**src/design/aavr_pkg.sv**
```systemverilog
// ----------------------------------------------------------------------------
// aavr_pkg: shared definitions for the axis-angle vector rotation block
// Formats, widths, the CORDIC arctangent table and the item passed from the
// front end to the back end.
// ----------------------------------------------------------------------------
package aavr_pkg;

  // Component and angle formats
  localparam int COMP_W     = 32;
  localparam int ANGLE_W    = 16;
  localparam int TURN_W     = 32;
  localparam int UNIT_SHIFT = 30;

  // Normalised axis magnitudes, square root and quotient widths
  localparam int NMAG_W = UNIT_SHIFT;
  localparam int SQ_W   = 2 * NMAG_W;
  localparam int SUM_W  = SQ_W + 2;
  localparam int REM_W  = 64;
  localparam int ROOT_W = SUM_W / 2;
  localparam int Q_W    = UNIT_SHIFT + 1;
  localparam int U_W    = UNIT_SHIFT + 2;

  // CORDIC datapath
  localparam int CS_W = UNIT_SHIFT + 4;
  localparam int Z_W  = UNIT_SHIFT + 2;
  localparam logic signed [CS_W-1:0] CORDIC_GAIN = CS_W'(652032874);
  localparam int DEF_CORDIC_STAGES = 16;

  // Rounded intermediate terms and the wide rounding input
  localparam int R_W   = 35;
  localparam int RND_W = 72;

  // Front-to-back queue depth
  localparam int QUEUE_DEPTH = 4;

  // atan(2^-i) in units of 2^32 per turn
  localparam logic [UNIT_SHIFT-1:0] ATAN_TURN [32] = '{
    30'd536870912, 30'd316933406, 30'd167458907, 30'd85004756, 30'd42667331,
    30'd21354465, 30'd10679838, 30'd5340245, 30'd2670163, 30'd1335087,
    30'd667544, 30'd333772, 30'd166886, 30'd83443, 30'd41722, 30'd20861,
    30'd10430, 30'd5215, 30'd2608, 30'd1304, 30'd652, 30'd326, 30'd163,
    30'd81, 30'd41, 30'd20, 30'd10, 30'd5, 30'd3, 30'd1, 30'd1, 30'd0
  };

  // Item handed from the front end through the queue
  typedef struct packed {
    logic [2:0][COMP_W-1:0] vec;
    logic [2:0]             neg;
    logic [2:0][NMAG_W-1:0] nmag;
    logic [ANGLE_W-1:0]     angle;
    logic                   zero;
  } aavr_item_t;

  // Round half up from Q2.30 scaling: add one half, then shift with floor.
  function automatic logic signed [R_W-1:0] rnd30(input logic signed [RND_W-1:0] v);
    logic signed [RND_W-1:0] t;
    t = (v + (RND_W'(1) <<< (UNIT_SHIFT - 1))) >>> UNIT_SHIFT;
    return t[R_W-1:0];
  endfunction

endpackage

```
**src/design/aavr_front.sv**
```systemverilog
// ----------------------------------------------------------------------------
// aavr_front: input stage of the rotation block
// Accepts transactions, takes axis magnitudes, flags a zero axis and scales
// the axis so that its largest magnitude lies in [2^29, 2^30).
// ----------------------------------------------------------------------------
module aavr_front (
  input  logic                   clk,
  input  logic                   rst,
  input  logic                   s_tvalid,
  output logic                   s_tready,
  input  logic [207:0]           s_tdata,
  output logic                   q_valid,
  input  logic                   q_ready,
  output aavr_pkg::aavr_item_t   q_item
);

  localparam int LEN_W  = $clog2(aavr_pkg::COMP_W + 1);
  localparam int WIDE_W = aavr_pkg::COMP_W + aavr_pkg::UNIT_SHIFT;

  logic                                  s1_v;
  logic [2:0][aavr_pkg::COMP_W-1:0]      s1_vec;
  logic [2:0]                            s1_neg;
  logic [2:0][aavr_pkg::COMP_W-1:0]      s1_mag;
  logic [aavr_pkg::ANGLE_W-1:0]          s1_angle;
  logic                                  s1_zero;
  logic                                  s2_v;
  aavr_pkg::aavr_item_t                  s2_item;
  aavr_pkg::aavr_item_t                  item_next;
  logic                                  s1_move;
  logic                                  s2_move;
  logic [aavr_pkg::COMP_W-1:0]           or_mag;
  logic [LEN_W-1:0]                      len;
  logic [WIDE_W-1:0]                     wide [3];
  logic [2:0][aavr_pkg::COMP_W-1:0]      ax;

  // Stage movement: each stage moves when the next one has room.
  always_comb begin
    s2_move  = !s2_v || q_ready;
    s1_move  = !s1_v || s2_move;
    s_tready = s1_move;
  end

  // Unpack the axis from the transaction.
  always_comb begin
    for (int i = 0; i < 3; i++) begin
      ax[i] = s_tdata[(3 + i) * aavr_pkg::COMP_W +: aavr_pkg::COMP_W];
    end
  end

  // Bit length of the largest magnitude equals that of their OR; scale by it.
  always_comb begin
    or_mag = s1_mag[0] | s1_mag[1] | s1_mag[2];
    len    = '0;
    for (int b = 0; b < aavr_pkg::COMP_W; b++) begin
      if (or_mag[b]) len = LEN_W'(b + 1);
    end
    item_next.vec   = s1_vec;
    item_next.neg   = s1_neg;
    item_next.angle = s1_angle;
    item_next.zero  = s1_zero;
    for (int i = 0; i < 3; i++) begin
      wide[i] = {s1_mag[i], {aavr_pkg::UNIT_SHIFT{1'b0}}} >> len;
      item_next.nmag[i] = wide[i][aavr_pkg::NMAG_W-1:0];
    end
  end

  // Valid flags.
  always_ff @(posedge clk) begin
    if (rst) begin
      s1_v <= 1'b0;
      s2_v <= 1'b0;
    end else begin
      if (s1_move) s1_v <= s_tvalid;
      if (s2_move) s2_v <= s1_v;
    end
  end

  // Payload registers.
  always_ff @(posedge clk) begin
    if (s1_move && s_tvalid) begin
      for (int i = 0; i < 3; i++) begin
        s1_vec[i] <= s_tdata[i * aavr_pkg::COMP_W +: aavr_pkg::COMP_W];
        s1_neg[i] <= ax[i][aavr_pkg::COMP_W-1];
        s1_mag[i] <= ax[i][aavr_pkg::COMP_W-1] ? (~ax[i] + 1'b1) : ax[i];
      end
      s1_angle <= s_tdata[6 * aavr_pkg::COMP_W +: aavr_pkg::ANGLE_W];
      s1_zero  <= (ax[0] == '0) && (ax[1] == '0) && (ax[2] == '0);
    end
    if (s2_move && s1_v) begin
      s2_item <= item_next;
    end
  end

  assign q_valid = s2_v;
  assign q_item  = s2_item;

endmodule

```
**config.mk**
```make
export PLATFORM = sky130hd
export DESIGN_NAME = aavr_front
export DESIGN_NICKNAME = d
export VERILOG_FILES = /design/src/design/aavr_pkg.sv /design/src/design/aavr_front.sv
export SDC_FILE = /design/constraint.sdc
export NUM_CORES = 1
export LEC_CHECK = 0
export BUFFER_PORTS_ARGS = -buffer_cell sky130_fd_sc_hd__buf_2
export CAP_MARGIN = 15
export CORE_MARGIN = 2
export CORE_UTILIZATION = 57
export CTS_BUF_LIST = sky130_fd_sc_hd__clkbuf_8
export DETAILED_ROUTE_END_ITERATION = 8
export GPL_ROUTABILITY_DRIVEN = 1
export MAX_ROUTING_LAYER = met4
export PLACE_DENSITY = 0.93
export SLEW_MARGIN = 0
export SYNTH_ARGS = -nofsm -noshare
export SYNTH_HDL_FRONTEND = slang
export SYNTH_SLANG_ARGS = --single-unit
```
**constraint.sdc**
```tcl
create_clock -name clk -period 11.7 [get_ports clk]
set_input_delay 0.585 -clock clk [delete_from_list [all_inputs] [get_ports clk]]
set_output_delay 0.585 -clock clk [all_outputs]
set_load 0.03 [all_outputs]
```
==> reports/qor.csv <==
metric,value,unit
synth_area_per_cell,12.3,um2
crit_fanout,66,
via_per_inst,6.78,
rsz0062_at_grt,false,
place_hpwl,57.7,mm
skew,47.9,ps
fill_cells,2584,
finalHoldViolations,0,
grt_use_total,43.0,%
register_area,12600,um2
cts_tree,yes,
relSlewSlack,26.9,%
cp.arrival,5670,ps
die_w,196,um
cts.repair.resized,0,
first_global_vias,17400,
worstPathRequired,12080,ps
static-leakage-power,9.43,nW
netlist_area,21000,um2
nNetsFinal,2344,
via_count,18100,
use_met1,52.2,%
grt_pass1_wl,116,mm
portBuffers,419,
peakVddDrop,0.0747,mV
grt-busiest-layer,met2,
clk_latency,670,ps
period_minus_slack,5290,ps
setup_viol,0,
io_pins,420,
ys_types,76,
antenna_found_initial,20,
synthArstFlopShare,0,%
rows,70,
die_area,38400,um2
wire_per_inst,30.9,um
finalInstanceArea,24900,um2
hold_path.class,primary input to flip-flop,
critPathCaptureType,flip-flop,
die_height,196,um
multi_input_area,7920,um2
syn_nets,1927,
wl,82.7,mm
yosysWarnings,0,
place_congestion,1.04,
status,completed,
cts-htree-levels,3,
overflow,0,
place_area,23500,um2
synth-seq-cells,420,
initial_core_util,57.6,%
final_core_util,68.3,%
drc,0,
clk_path_buf_depth,3,
numCtsBuffers,68,
clk_pin_slew_worst_paths,80,ps
tns,0,ps
maxCapViolCount,0,
grtUsageMet2,64.4,%
root_buffer,clkbuf_8,
grt_max_degree,78,
netlist_instances,1712,
slew_viol_final,0,
post_cts_buffers,0,
drive_above_1_share,28.6,%
core,36400,um2
fin_ws,6410,ps
cp-start-kind,flip-flop,
drtPass1Iterations,8,
drtIter0Drc,3119,
grtUsageMet3,11.6,%
regToRegSetupSlack,6410,ps
syn_to_final_growth,18.7,%
place_ws,6770,ps
ys_seq_area_share,60.0,%
cts.sinks,420,
timing_worst_setup_path_type,flip-flop to flip-flop,
yosys_most_used_dff,edfxtp_1,
tightest_slew,1100,ps
power_density,151,nW/um2
ctsHoldBuffers,0,
synth_edf_count,418,
fin_crit_sh,45.2,%
antenna_left,0,
fmax,189,MHz
kinds of logic (layout without fill, tap and decap cells):
| logic type | count (synthesis) | count (layout) | share of synthesized area, % |
|---|---|---|---|
| adders and majority gates | 3 | 3 | 0.179 |
| DFF | 420 | 420 | 60.0 |
| xor gates and xnor gates | 87 | 87 | 3.63 |
| muxes | 190 | 190 | 9.38 |
| buffers and inverters | 125 | 593 | 2.54 |
| AOI/OAI and AO/OA | 409 | 409 | 13.4 |
| and+or+nand+nor | 478 | 478 | 10.8 |
| other | 0 | 26 | 0 |
power breakdown:
part	switching, mW	total, mW	internal [mW]
logic	0.408	0.604	0.196
registers	0.0931	1.87	1.78
clock network	0.645	1.28	0.638
per-stage QoR:
| step | cells | power [mW] | hold WS, ps |
|---|---|---|---|
| final | 2674 | 3.76 | 117 |
| after global routing | 2672 | 3.84 | 102 |
| after CTS | 2647 | 3.71 | 82.2 |
| after detailed placement | 2526 | 2.47 | 405 |
| after global placement | 2526 | 2.45 | 400 |
| after floorplan | 1712 | 2.24 | 400 |
worst paths after layout:
path                                                from                      to  depth (start not counted)
worst min-delay path                        s_tdata[204]  s1_angle[12]$_DFFE_PP_                          1
worst max register to register      s1_mag[52]$_DFFE_PP_   q_item[105]$_DFFE_PP_                         12
worst max-delay path                s1_mag[52]$_DFFE_PP_   q_item[105]$_DFFE_PP_                         12
worst min register to register  item_next[174]$_DFFE_PP_   q_item[174]$_DFFE_PP_                          0
layout by cell type (no fill, tap or decap), types with 8 or more instances in the layout:
cell type and instances:
nor3_1 56, mux2_2 51, clkbuf_8 71, o22ai_1 24, buf_2 419, o31ai_1 26
o211ai_1 27, diode_2 26, a22o_1 11, o221ai_1 12, or3_1 20, inv_1 43
edfxtp_1 418, o21ai_0 92, clkinv_1 11, a211oi_1 18, a21oi_1 63, o41ai_1 17
a221o_1 11, nand2b_1 9, xnor2_1 87, or4_1 10, buf_4 29, nand4_1 11
a31oi_1 13, and2_1 8, mux2i_1 138, and3_1 10, a22oi_1 19, nor2_1 65
nand3_1 59, nand2_1 185
area by class of cell:
type | count | share of cell area (%)
sequential | 420 | 50.6
multi-input combinational | 1167 | 31.8
tap | 468 | 2.35
inverter | 23 | 0.347
clock buffer | 71 | 3.93
clock inverter | 50 | 1.31
antenna | 26 | 0.261
timing repair buffer | 449 | 9.41
per-layer routing:
layer / wire, um / vias up
li1: - / 7557
met1: 28700 / 8515
met2: 36400 / 1654
met3: 11100 / 403
met4: 6540 / 0
met5: 0 / -
critical path: stages, from the launching register on:
cell      delay, ps
edfxtp_1        530
nor3_1          520
nand2_1         210
a221o_1         430
a22o_1          240
buf_4           240
nor2_4          130
buf_4           740
mux2_2          430
a21oi_1         530
o22ai_1         350
a22oi_1         420
o21ai_0         150
sequential cells by signal (all words and copies together), names as in the netlist:
signal,cells
s1_v,1
s1_neg,3
item_next,96
q_item,206
s1_mag,96
q_valid,1
s1_angle,16
s1_zero,1
Yosys cell counts (all sizes together) (5+ instances only):
cell type  count  share of area [%]
a221oi         7               0.29
or3           25               0.84
and2          10               0.30
edfxtp       418                 60
o41ai         17               0.71
o211ai        27               0.97
nand4         11               0.33
o31ai         27               0.99
o221ai        12               0.50
a21o           7               0.25
or2           10               0.30
clkbuf        65                1.2
a222oi         6               0.29
nand3         60                1.4
a211oi        18               0.64
nor3          58                1.4
a22oi         20               0.74
or4           12               0.47
nand2        187                3.3
nor4           7               0.21
mux2          52                2.8
a211o          5               0.21
a221o         11               0.52
a21oi         63                1.5
xnor2         87                3.6
a32oi          7               0.29
nor2          69                1.3
inv           23               0.41
o22ai         24               0.72
nand2b         9               0.27
o21ai         96                2.3
buf           37               0.97
a31oi         13               0.39
mux2i        138                6.6
a22o          11               0.46
and3          10               0.30
(Power assumes the default switching activity.)
