$ cat src/design/aavr_pkg.sv
// ----------------------------------------------------------------------------
// aavr_pkg: shared definitions for the axis-angle vector rotation block
// Formats, widths, the CORDIC arctangent table and the item passed from the
// front end to the back end.
// ----------------------------------------------------------------------------
package aavr_pkg;

  // Component and angle formats
  localparam int COMP_W     = 32;
  localparam int ANGLE_W    = 16;
  localparam int TURN_W     = 32;
  localparam int UNIT_SHIFT = 30;

  // Normalised axis magnitudes, square root and quotient widths
  localparam int NMAG_W = UNIT_SHIFT;
  localparam int SQ_W   = 2 * NMAG_W;
  localparam int SUM_W  = SQ_W + 2;
  localparam int REM_W  = 64;
  localparam int ROOT_W = SUM_W / 2;
  localparam int Q_W    = UNIT_SHIFT + 1;
  localparam int U_W    = UNIT_SHIFT + 2;

  // CORDIC datapath
  localparam int CS_W = UNIT_SHIFT + 4;
  localparam int Z_W  = UNIT_SHIFT + 2;
  localparam logic signed [CS_W-1:0] CORDIC_GAIN = CS_W'(652032874);
  localparam int DEF_CORDIC_STAGES = 16;

  // Rounded intermediate terms and the wide rounding input
  localparam int R_W   = 35;
  localparam int RND_W = 72;

  // Front-to-back queue depth
  localparam int QUEUE_DEPTH = 4;

  // atan(2^-i) in units of 2^32 per turn
  localparam logic [UNIT_SHIFT-1:0] ATAN_TURN [32] = '{
    30'd536870912, 30'd316933406, 30'd167458907, 30'd85004756, 30'd42667331,
    30'd21354465, 30'd10679838, 30'd5340245, 30'd2670163, 30'd1335087,
    30'd667544, 30'd333772, 30'd166886, 30'd83443, 30'd41722, 30'd20861,
    30'd10430, 30'd5215, 30'd2608, 30'd1304, 30'd652, 30'd326, 30'd163,
    30'd81, 30'd41, 30'd20, 30'd10, 30'd5, 30'd3, 30'd1, 30'd1, 30'd0
  };

  // Item handed from the front end through the queue
  typedef struct packed {
    logic [2:0][COMP_W-1:0] vec;
    logic [2:0]             neg;
    logic [2:0][NMAG_W-1:0] nmag;
    logic [ANGLE_W-1:0]     angle;
    logic                   zero;
  } aavr_item_t;

  // Round half up from Q2.30 scaling: add one half, then shift with floor.
  function automatic logic signed [R_W-1:0] rnd30(input logic signed [RND_W-1:0] v);
    logic signed [RND_W-1:0] t;
    t = (v + (RND_W'(1) <<< (UNIT_SHIFT - 1))) >>> UNIT_SHIFT;
    return t[R_W-1:0];
  endfunction

endpackage

$ cat src/design/aavr_queue.sv
// ----------------------------------------------------------------------------
// aavr_queue: short queue between the front and back ends
// Holds classified items so that either side may stall on its own.
// ----------------------------------------------------------------------------
module aavr_queue #(
  parameter int DEPTH = aavr_pkg::QUEUE_DEPTH
) (
  input  logic                 clk,
  input  logic                 rst,
  input  logic                 wr_valid,
  output logic                 wr_ready,
  input  aavr_pkg::aavr_item_t wr_item,
  output logic                 rd_valid,
  input  logic                 rd_ready,
  output aavr_pkg::aavr_item_t rd_item
);

  localparam int PTR_W = (DEPTH > 1) ? $clog2(DEPTH) : 1;
  localparam int CNT_W = $clog2(DEPTH + 1);

  aavr_pkg::aavr_item_t mem [DEPTH];
  logic [PTR_W-1:0]     wr_ptr;
  logic [PTR_W-1:0]     rd_ptr;
  logic [CNT_W-1:0]     count;
  logic                 push;
  logic                 pop;

  assign wr_ready = (count != CNT_W'(DEPTH));
  assign rd_valid = (count != '0);
  assign rd_item  = mem[rd_ptr];
  assign push     = wr_valid && wr_ready;
  assign pop      = rd_valid && rd_ready;

  // Pointers and fill count.
  always_ff @(posedge clk) begin
    if (rst) begin
      wr_ptr <= '0;
      rd_ptr <= '0;
      count  <= '0;
    end else begin
      if (push) wr_ptr <= (wr_ptr == PTR_W'(DEPTH - 1)) ? '0 : wr_ptr + 1'b1;
      if (pop)  rd_ptr <= (rd_ptr == PTR_W'(DEPTH - 1)) ? '0 : rd_ptr + 1'b1;
      unique case ({push, pop})
        2'b10:   count <= count + 1'b1;
        2'b01:   count <= count - 1'b1;
        default: count <= count;
      endcase
    end
  end

  // Storage.
  always_ff @(posedge clk) begin
    if (push) mem[wr_ptr] <= wr_item;
  end

  // The fill count never passes the depth.
  assert property (@(posedge clk) disable iff (rst) count <= CNT_W'(DEPTH))
    else $error("queue count above depth");

  // A lone push raises the count by exactly one.
  assert property (@(posedge clk) disable iff (rst)
    (push && !pop) |=> (count == $past(count) + 1'b1))
    else $error("queue count did not follow a push");

endmodule

$ cat config.mk
export PLATFORM = sky130hd
export DESIGN_NAME = aavr_queue
export DESIGN_NICKNAME = d
export VERILOG_FILES = /design/src/design/aavr_pkg.sv /design/src/design/aavr_queue.sv
export SDC_FILE = /design/constraint.sdc
export NUM_CORES = 1
export LEC_CHECK = 0
export BUFFER_PORTS_ARGS = -buffer_cell sky130_fd_sc_hd__buf_2
export CORE_MARGIN = 5
export CORE_UTILIZATION = 57
export DETAILED_ROUTE_END_ITERATION = 12
export PLACE_DENSITY = 0.89
export SLEW_MARGIN = 20
export SYNTH_ARGS = -nofsm -noshare
export SYNTH_HDL_FRONTEND = slang
export SYNTH_SLANG_ARGS = --single-unit
$ cat constraint.sdc
create_clock -name clk -period 7.05 [get_ports clk]
set_input_delay 0.3525 -clock clk [delete_from_list [all_inputs] [get_ports clk]]
set_output_delay 0.3525 -clock clk [all_outputs]
set_load 0.05 [all_outputs]
==> results of run 1 <==
-- timing repair --
| item | in CTS | in global routing |
|---|---|---|
| setup buffers | 0 | 0 |
| endpoints found under the hold margin | 827 | 0 |
| resized for setup | 0 | 0 |
| hold buffers | 207 | 0 |
-- Yosys cell counts --
library cell / instances
edfxtp_1: 824
fa_1: 1
and3_1: 4
o31ai_1: 1
nand2_1: 2
buf_6: 17
or3b_1: 1
or3_1: 4
dfxtp_1: 9
buf_1: 1
o21ai_0: 1
clkbuf_1: 7
mux4_2: 206
inv_1: 6
nand2b_1: 2
o21ai_1: 1
a211o_1: 1
nor2_1: 4
ha_1: 6
xor2_1: 2
buf_2: 22
mux2i_1: 2
clkbuf_2: 1
a21oi_1: 3
-- worst reg2reg max path: stages (launching register included) --
cell	delay, ns
dfxtp_1	0.39
or3b_1	0.27
and3_4	0.61
buf_4	0.91
-- per-layer routing --
layer,track usage (%),vias up
li1,-,6254
met1,31.4,7927
met3,6.00,170
met2,43.8,873
met4,9.13,6
met5,0,-
-- worst paths after layout --
path / startpoint / end / slack, ns / cells past startpoint
max: register / rd_item[133] / 3.50 / 3
max reg2reg: count[0] / mem[2][122] / 4.47 / 3
min: wr_valid / wr_ptr[0] / 0.14 / 3
min reg2reg: rd_ptr[0] / register / 0.51 / 2
-- state kept, by name (all words and copies together) (netlist names), named ones only --
signal and cells:
wr_ptr 2, mem 824, rd_ptr 2, count 3
-- layout make-up --
type	count	area, µm²	area share (%)
Timing Repair Buffer	637	4330	11.5
Clock inverter	47	500	1.33
Tap cell	688	861	2.28
Inverter	6	22.5	0.0597
Sequential cell	833	24900	66.0
Antenna cell	8	20.0	0.0530
Multi-Input combinational cell	241	4930	13.1
Clock buffer	96	2160	5.71
-- power groups by stage --
stage	clock network (mW)	registers, mW	logic (mW)
after floorplan	0	6.22	3.10
after global placement	0	6.18	3.88
after detailed placement	0	6.23	3.91
after CTS	4.39	6.14	4.05
after global routing	4.67	6.18	4.21
final	4.38	6.15	4.06
-- cell families (layout without fill, tap and decap cells) --
kind of cell / count (synthesis) / in the layout / synth area share, %
and+or+nand+nor: 17 / 17 / 0.311
other: 0 / 8 / 0
xor gates and xnor gates: 2 / 2 / 0.0580
DFF: 833 / 833 / 82.6
buffers and inverters: 54 / 786 / 1.19
AOI/OAI and AO/OA: 7 / 7 / 0.137
adders and majority gates: 7 / 7 / 0.315
muxes: 208 / 208 / 15.4
-- metrics by stage --
step	hold slack, ns	util [%]	total power, mW	std cells	setup slack, ns
floorplan	0.451	-	9.32	1128	0.851
global placement	0.489	62.8	10.1	2198	4.11
global route	0.124	71.8	15.1	2555	3.21
detailed placement	0.507	62.8	10.1	2198	4.08
CTS	0.0909	71.8	14.6	2548	3.42
finish	0.137	71.8	14.6	2556	3.50
==> results.sh, run 1 <==
export IMPL_required_ns=6.70
export IMPL_fillers=2822
export IMPL_drc=0
export IMPL_route_met2_wl_um=39600
export IMPL_wl_met1_um=24800
export IMPL_antenna_found_initial=9
export IMPL_p_int_mw=9.72
export IMPL_grt_pass1_vias=16500
export IMPL_place_area_um2=33000
export IMPL_hold_path_class="in2reg"
export IMPL_drt_iter0_drc=1379
export IMPL_p_seq_share_pct=42.2
export IMPL_cts_root_buf="clkbuf_16"
export IMPL_fin_crit_ns=3.55
export IMPL_setup_violations=0
export IMPL_yosys_area_top_type="edfxtp_1"
export IMPL_cts_buffer_depth=3
export IMPL_die_w_um=240
export IMPL_syn_area_um2=30200
export IMPL_port_buffers=417
export IMPL_crit_arrival_ns=3.20
export IMPL_final_setup_tns_ns=0
export IMPL_crit_type="reg2out"
export IMPL_postRouteAntennaNets=0
export IMPL_final_hold_violation_count=0
export IMPL_wl_um=73400
export IMPL_cp_start_kind="register"
export IMPL_switching_share_pct=33.4
export IMPL_synth_area_top_cells="edfxtp_1 (82%), mux4_2 (15%), buf_6 (0.63%)"
export IMPL_leakage_nw=12.7
export IMPL_final_common_cell="edfxtp_1"
export IMPL_crit_fanout=46
export IMPL_start_util_pct=57.5
export IMPL_grt_max_degree=121
export IMPL_boundaryPins=418
export IMPL_vias=15200
export IMPL_fp_coreArea_um2=52600
export IMPL_fmax_ghz=0.282
export IMPL_cp_top_family="buffers and inverters"
export IMPL_gp_congestion=0.787
export IMPL_layout_common_cells="edfxtp_1 (824), buf_2 (417), dlygate4sd3_1 (207)"
export IMPL_synth_top_area_share_pct=82.0
export IMPL_worst_slew_pin_slew_ns=1.08
export IMPL_wire_per_inst_um=28.7
export IMPL_grt_total_usage_pct=25.2
export IMPL_avgSynthCellArea_um2=26.8
export IMPL_gr_total_overflow=0
export IMPL_cts_tree="done"
export IMPL_rows=84
export IMPL_power_frac_comb_pct=27.8
export IMPL_crit_path_top_delay_cell="buf_4"
export IMPL_numCtsBuffers=80
export IMPL_first_pass_iters=5
export IMPL_period_share_pct=50.4
export IMPL_relSlewSlack_pct=28.2
export IMPL_wl_met3_um=6190
export IMPL_syn_num_nets=1345
export IMPL_ys_ff_latch=833
export IMPL_insertion_delay_ns=0.62
export IMPL_powerDensity_nw_per_um2=386
export IMPL_crit_chain="buf_4 > mux4_2 > buf_2"
export IMPL_slowest_delay_ns=0.83
export IMPL_final_max_slew_violation_count=0
export IMPL_p_switching_mw=4.87
export IMPL_syn_to_final_growth_pct=25.0
export IMPL_die_y_um=240
export IMPL_synth_seq_area_share_pct=82.6
export IMPL_vias_per_cell=5.96
export IMPL_cp_buffers_inverters=2
export IMPL_stdcell_area_um2=37800
export IMPL_nets=2016
export IMPL_dp_hpwl_um=36300
export IMPL_peakVddDrop_uv=311
export IMPL_htree_levels=3
export IMPL_fp_dieArea_um2=57700
export IMPL_clock_sinks=833
export IMPL_syn_inst=1128
export IMPL_grt_pass1_wl_um=107000
export IMPL_crit_path_end_kind="output pin"
export IMPL_drv_cap=0
export IMPL_clkPwrFrac_pct=30.0
export IMPL_skew_ns=0.0213
export IMPL_synth_cell_types=24
export IMPL_clk_pin_slew_ns=0.07
export IMPL_topRoutingLayerUsed="met5"
export IMPL_rsz0062_at_grt="no"
export IMPL_drive_above_1_share_pct=40.9
export IMPL_status="finished, final reports clean"
export IMPL_ys_warn_count=0
No activity file was read; power rests on OpenSTA's default activity.
==> run 2, diff against run 1 <==
Clock period 7.05 ns to 3.6 ns, I/O delays scaled along.
==> run 2 against run 1 <==
Highest routed layer unchanged; critical endpoint is now rd_item[158]; sequential cell count stayed put; power increased by 97%; critical path depth unchanged; core utilization grew 0.69 points; first-iteration DRC count up 20%; sequential power grew 95%; combinational power grew 100%; final cell count increased by 1.4%; worst hold slack worse by 0.052 ns; global-route usage increased by 1.6 points; clock power up 95%.
==> results.sh, run 2 (synthesis gave the netlist of run 1 again) <==
export IMPL_cts_root_buf="clkbuf_16"
export IMPL_gp_congestion=0.781
export IMPL_grt_most_used_layer="met2"
export IMPL_port_buffers=417
export IMPL_post_cts_setup_buffer_count=0
export IMPL_numCtsBuffers=82
export IMPL_dp_slack_ns=1.17
export IMPL_cts_tree="done"
export IMPL_vias=15500
export IMPL_worst_slew_pin_slew_ns=0.920
export IMPL_nets=2053
export IMPL_grt_max_degree=71
export IMPL_drt_iter0_drc=1661
export IMPL_final_hold_violation_count=0
export IMPL_whs_ns=0.0855
export IMPL_largest_register_ffs=824
export IMPL_rsz0062_at_grt="no"
export IMPL_setup_violations=0
export IMPL_final_common_cell="edfxtp_1"
export IMPL_die_y_um=240
export IMPL_place_area_um2=33400
export IMPL_die_w_um=240
export IMPL_crit_arrival_ns=2.58
export IMPL_reg_top3="mem x824, count x3"
export IMPL_leakage_nw=12.9
export IMPL_gr_total_overflow=0
export IMPL_clk_pin_slew_ns=0.06
export IMPL_postRouteAntennaNets=0
export IMPL_crit_path_end_kind="output pin"
export IMPL_fin_crit_ns=2.76
export IMPL_grt_total_usage_pct=26.8
export IMPL_fin_util_pct=72.5
export IMPL_cp_start_kind="register"
export IMPL_start_util_pct=57.5
export IMPL_drive_above_1_share_pct=41.6
export IMPL_required_ns=3.42
export IMPL_drv_cap=0
export IMPL_boundaryPins=418
export IMPL_status="finished, final reports clean"
export IMPL_met3_usage_pct=6.33
export IMPL_rows=84
export IMPL_insertion_delay_ns=0.62
export IMPL_vias_per_cell=6.00
export IMPL_dp_hpwl_um=40400
export IMPL_antenna_found_initial=2
export IMPL_period_share_pct=76.8
export IMPL_top_register="mem"
export IMPL_grt_pass1_wl_um=113000
export IMPL_fp_dieArea_um2=57700
export IMPL_syn_to_final_growth_pct=26.2
export IMPL_htree_levels=3
export IMPL_skew_ns=0.0267
export IMPL_cts_buffer_depth=3
export IMPL_wl_um=77000
export IMPL_hold_path_class="in2reg"
export IMPL_stdcell_area_um2=38100
export IMPL_wire_per_inst_um=29.7
export IMPL_fp_coreArea_um2=52600
export IMPL_fmax_ghz=0.362
export IMPL_clock_sinks=833
export IMPL_use_met2_pct=47.9
export IMPL_crit_type="reg2out"
export IMPL_grt_pass1_vias=16800
export IMPL_layout_common_cells="edfxtp_1 (824), buf_2 (417), dlygate4sd3_1 (209)"
export IMPL_met1_usage_pct=33.1
export IMPL_first_pass_iters=5
export IMPL_final_max_slew_violation_count=0
export IMPL_setup_ws_ns=0.837
export IMPL_peakVddDrop_uv=671
export IMPL_relSlewSlack_pct=38.6
export IMPL_powerDensity_nw_per_um2=756
export IMPL_drc=0
export IMPL_crit_fanout=51
## run 2: changes by cell type in the layout (fill, tap and decap cells not counted), sizes merged
cell	change
clkinv	-3
clkbuf	+7
diode	-2
clkinvlp	-1
bufinv	-2
inv	+2
dlygate4sd3	+2
buf	+33
## run 2: layer usage
layer  up-vias  wire length [µm]
met3       145              7030
met2       971             41600
met4         2              2300
met1      8096             26000
met5         -                13
li1       6332                 -
## run 2: timing repair
item,CTS,global route
hold buffers,209,0
resized for setup,0,0
hold endpoints to repair,833,0
## run 2: area by class of cell
class                           count  area [µm²]
Sequential cell                   833       24900
Fill cell                        2760       14400
Multi-Input combinational cell    241        4930
Timing Repair Buffer              672        4720
Clock buffer                      103        2170
Tap cell                          688         861
Clock inverter                     43         458
Inverter                            6        22.5
Antenna cell                        6        15.0
## run 2: worst max-delay path: stages (launching register included)
cell,delay (ns)
dfxtp_4,0.85
buf_12,0.35
mux4_2,0.45
buf_2,0.26
## run 2: path summary, 6_finish.rpt
check	startpoint	end	slack, ns	cells past startpoint
max	register	rd_item[158]	0.84	3
min	rd_ready	register	0.09	4
max reg2reg	count[2]	count[2]	1.06	8
min reg2reg	wr_ptr[1]	wr_ptr[1]	0.53	2
## run 2: through the flow
stage,instances,TNS (ns),power (mW)
after CTS,2586,0,28.7
after global placement,2231,0,19.8
final,2592,0,28.8
after detailed placement,2231,0,20.0
after global routing,2586,0,29.7
after floorplan,1128,-191.02,18.1
## run 2: power breakdown
part | internal [mW] | switching, mW
combinational | 2.49 | 5.76
sequential | 11.7 | 0.346
clock | 4.88 | 3.67
total | 19.0 | 9.78
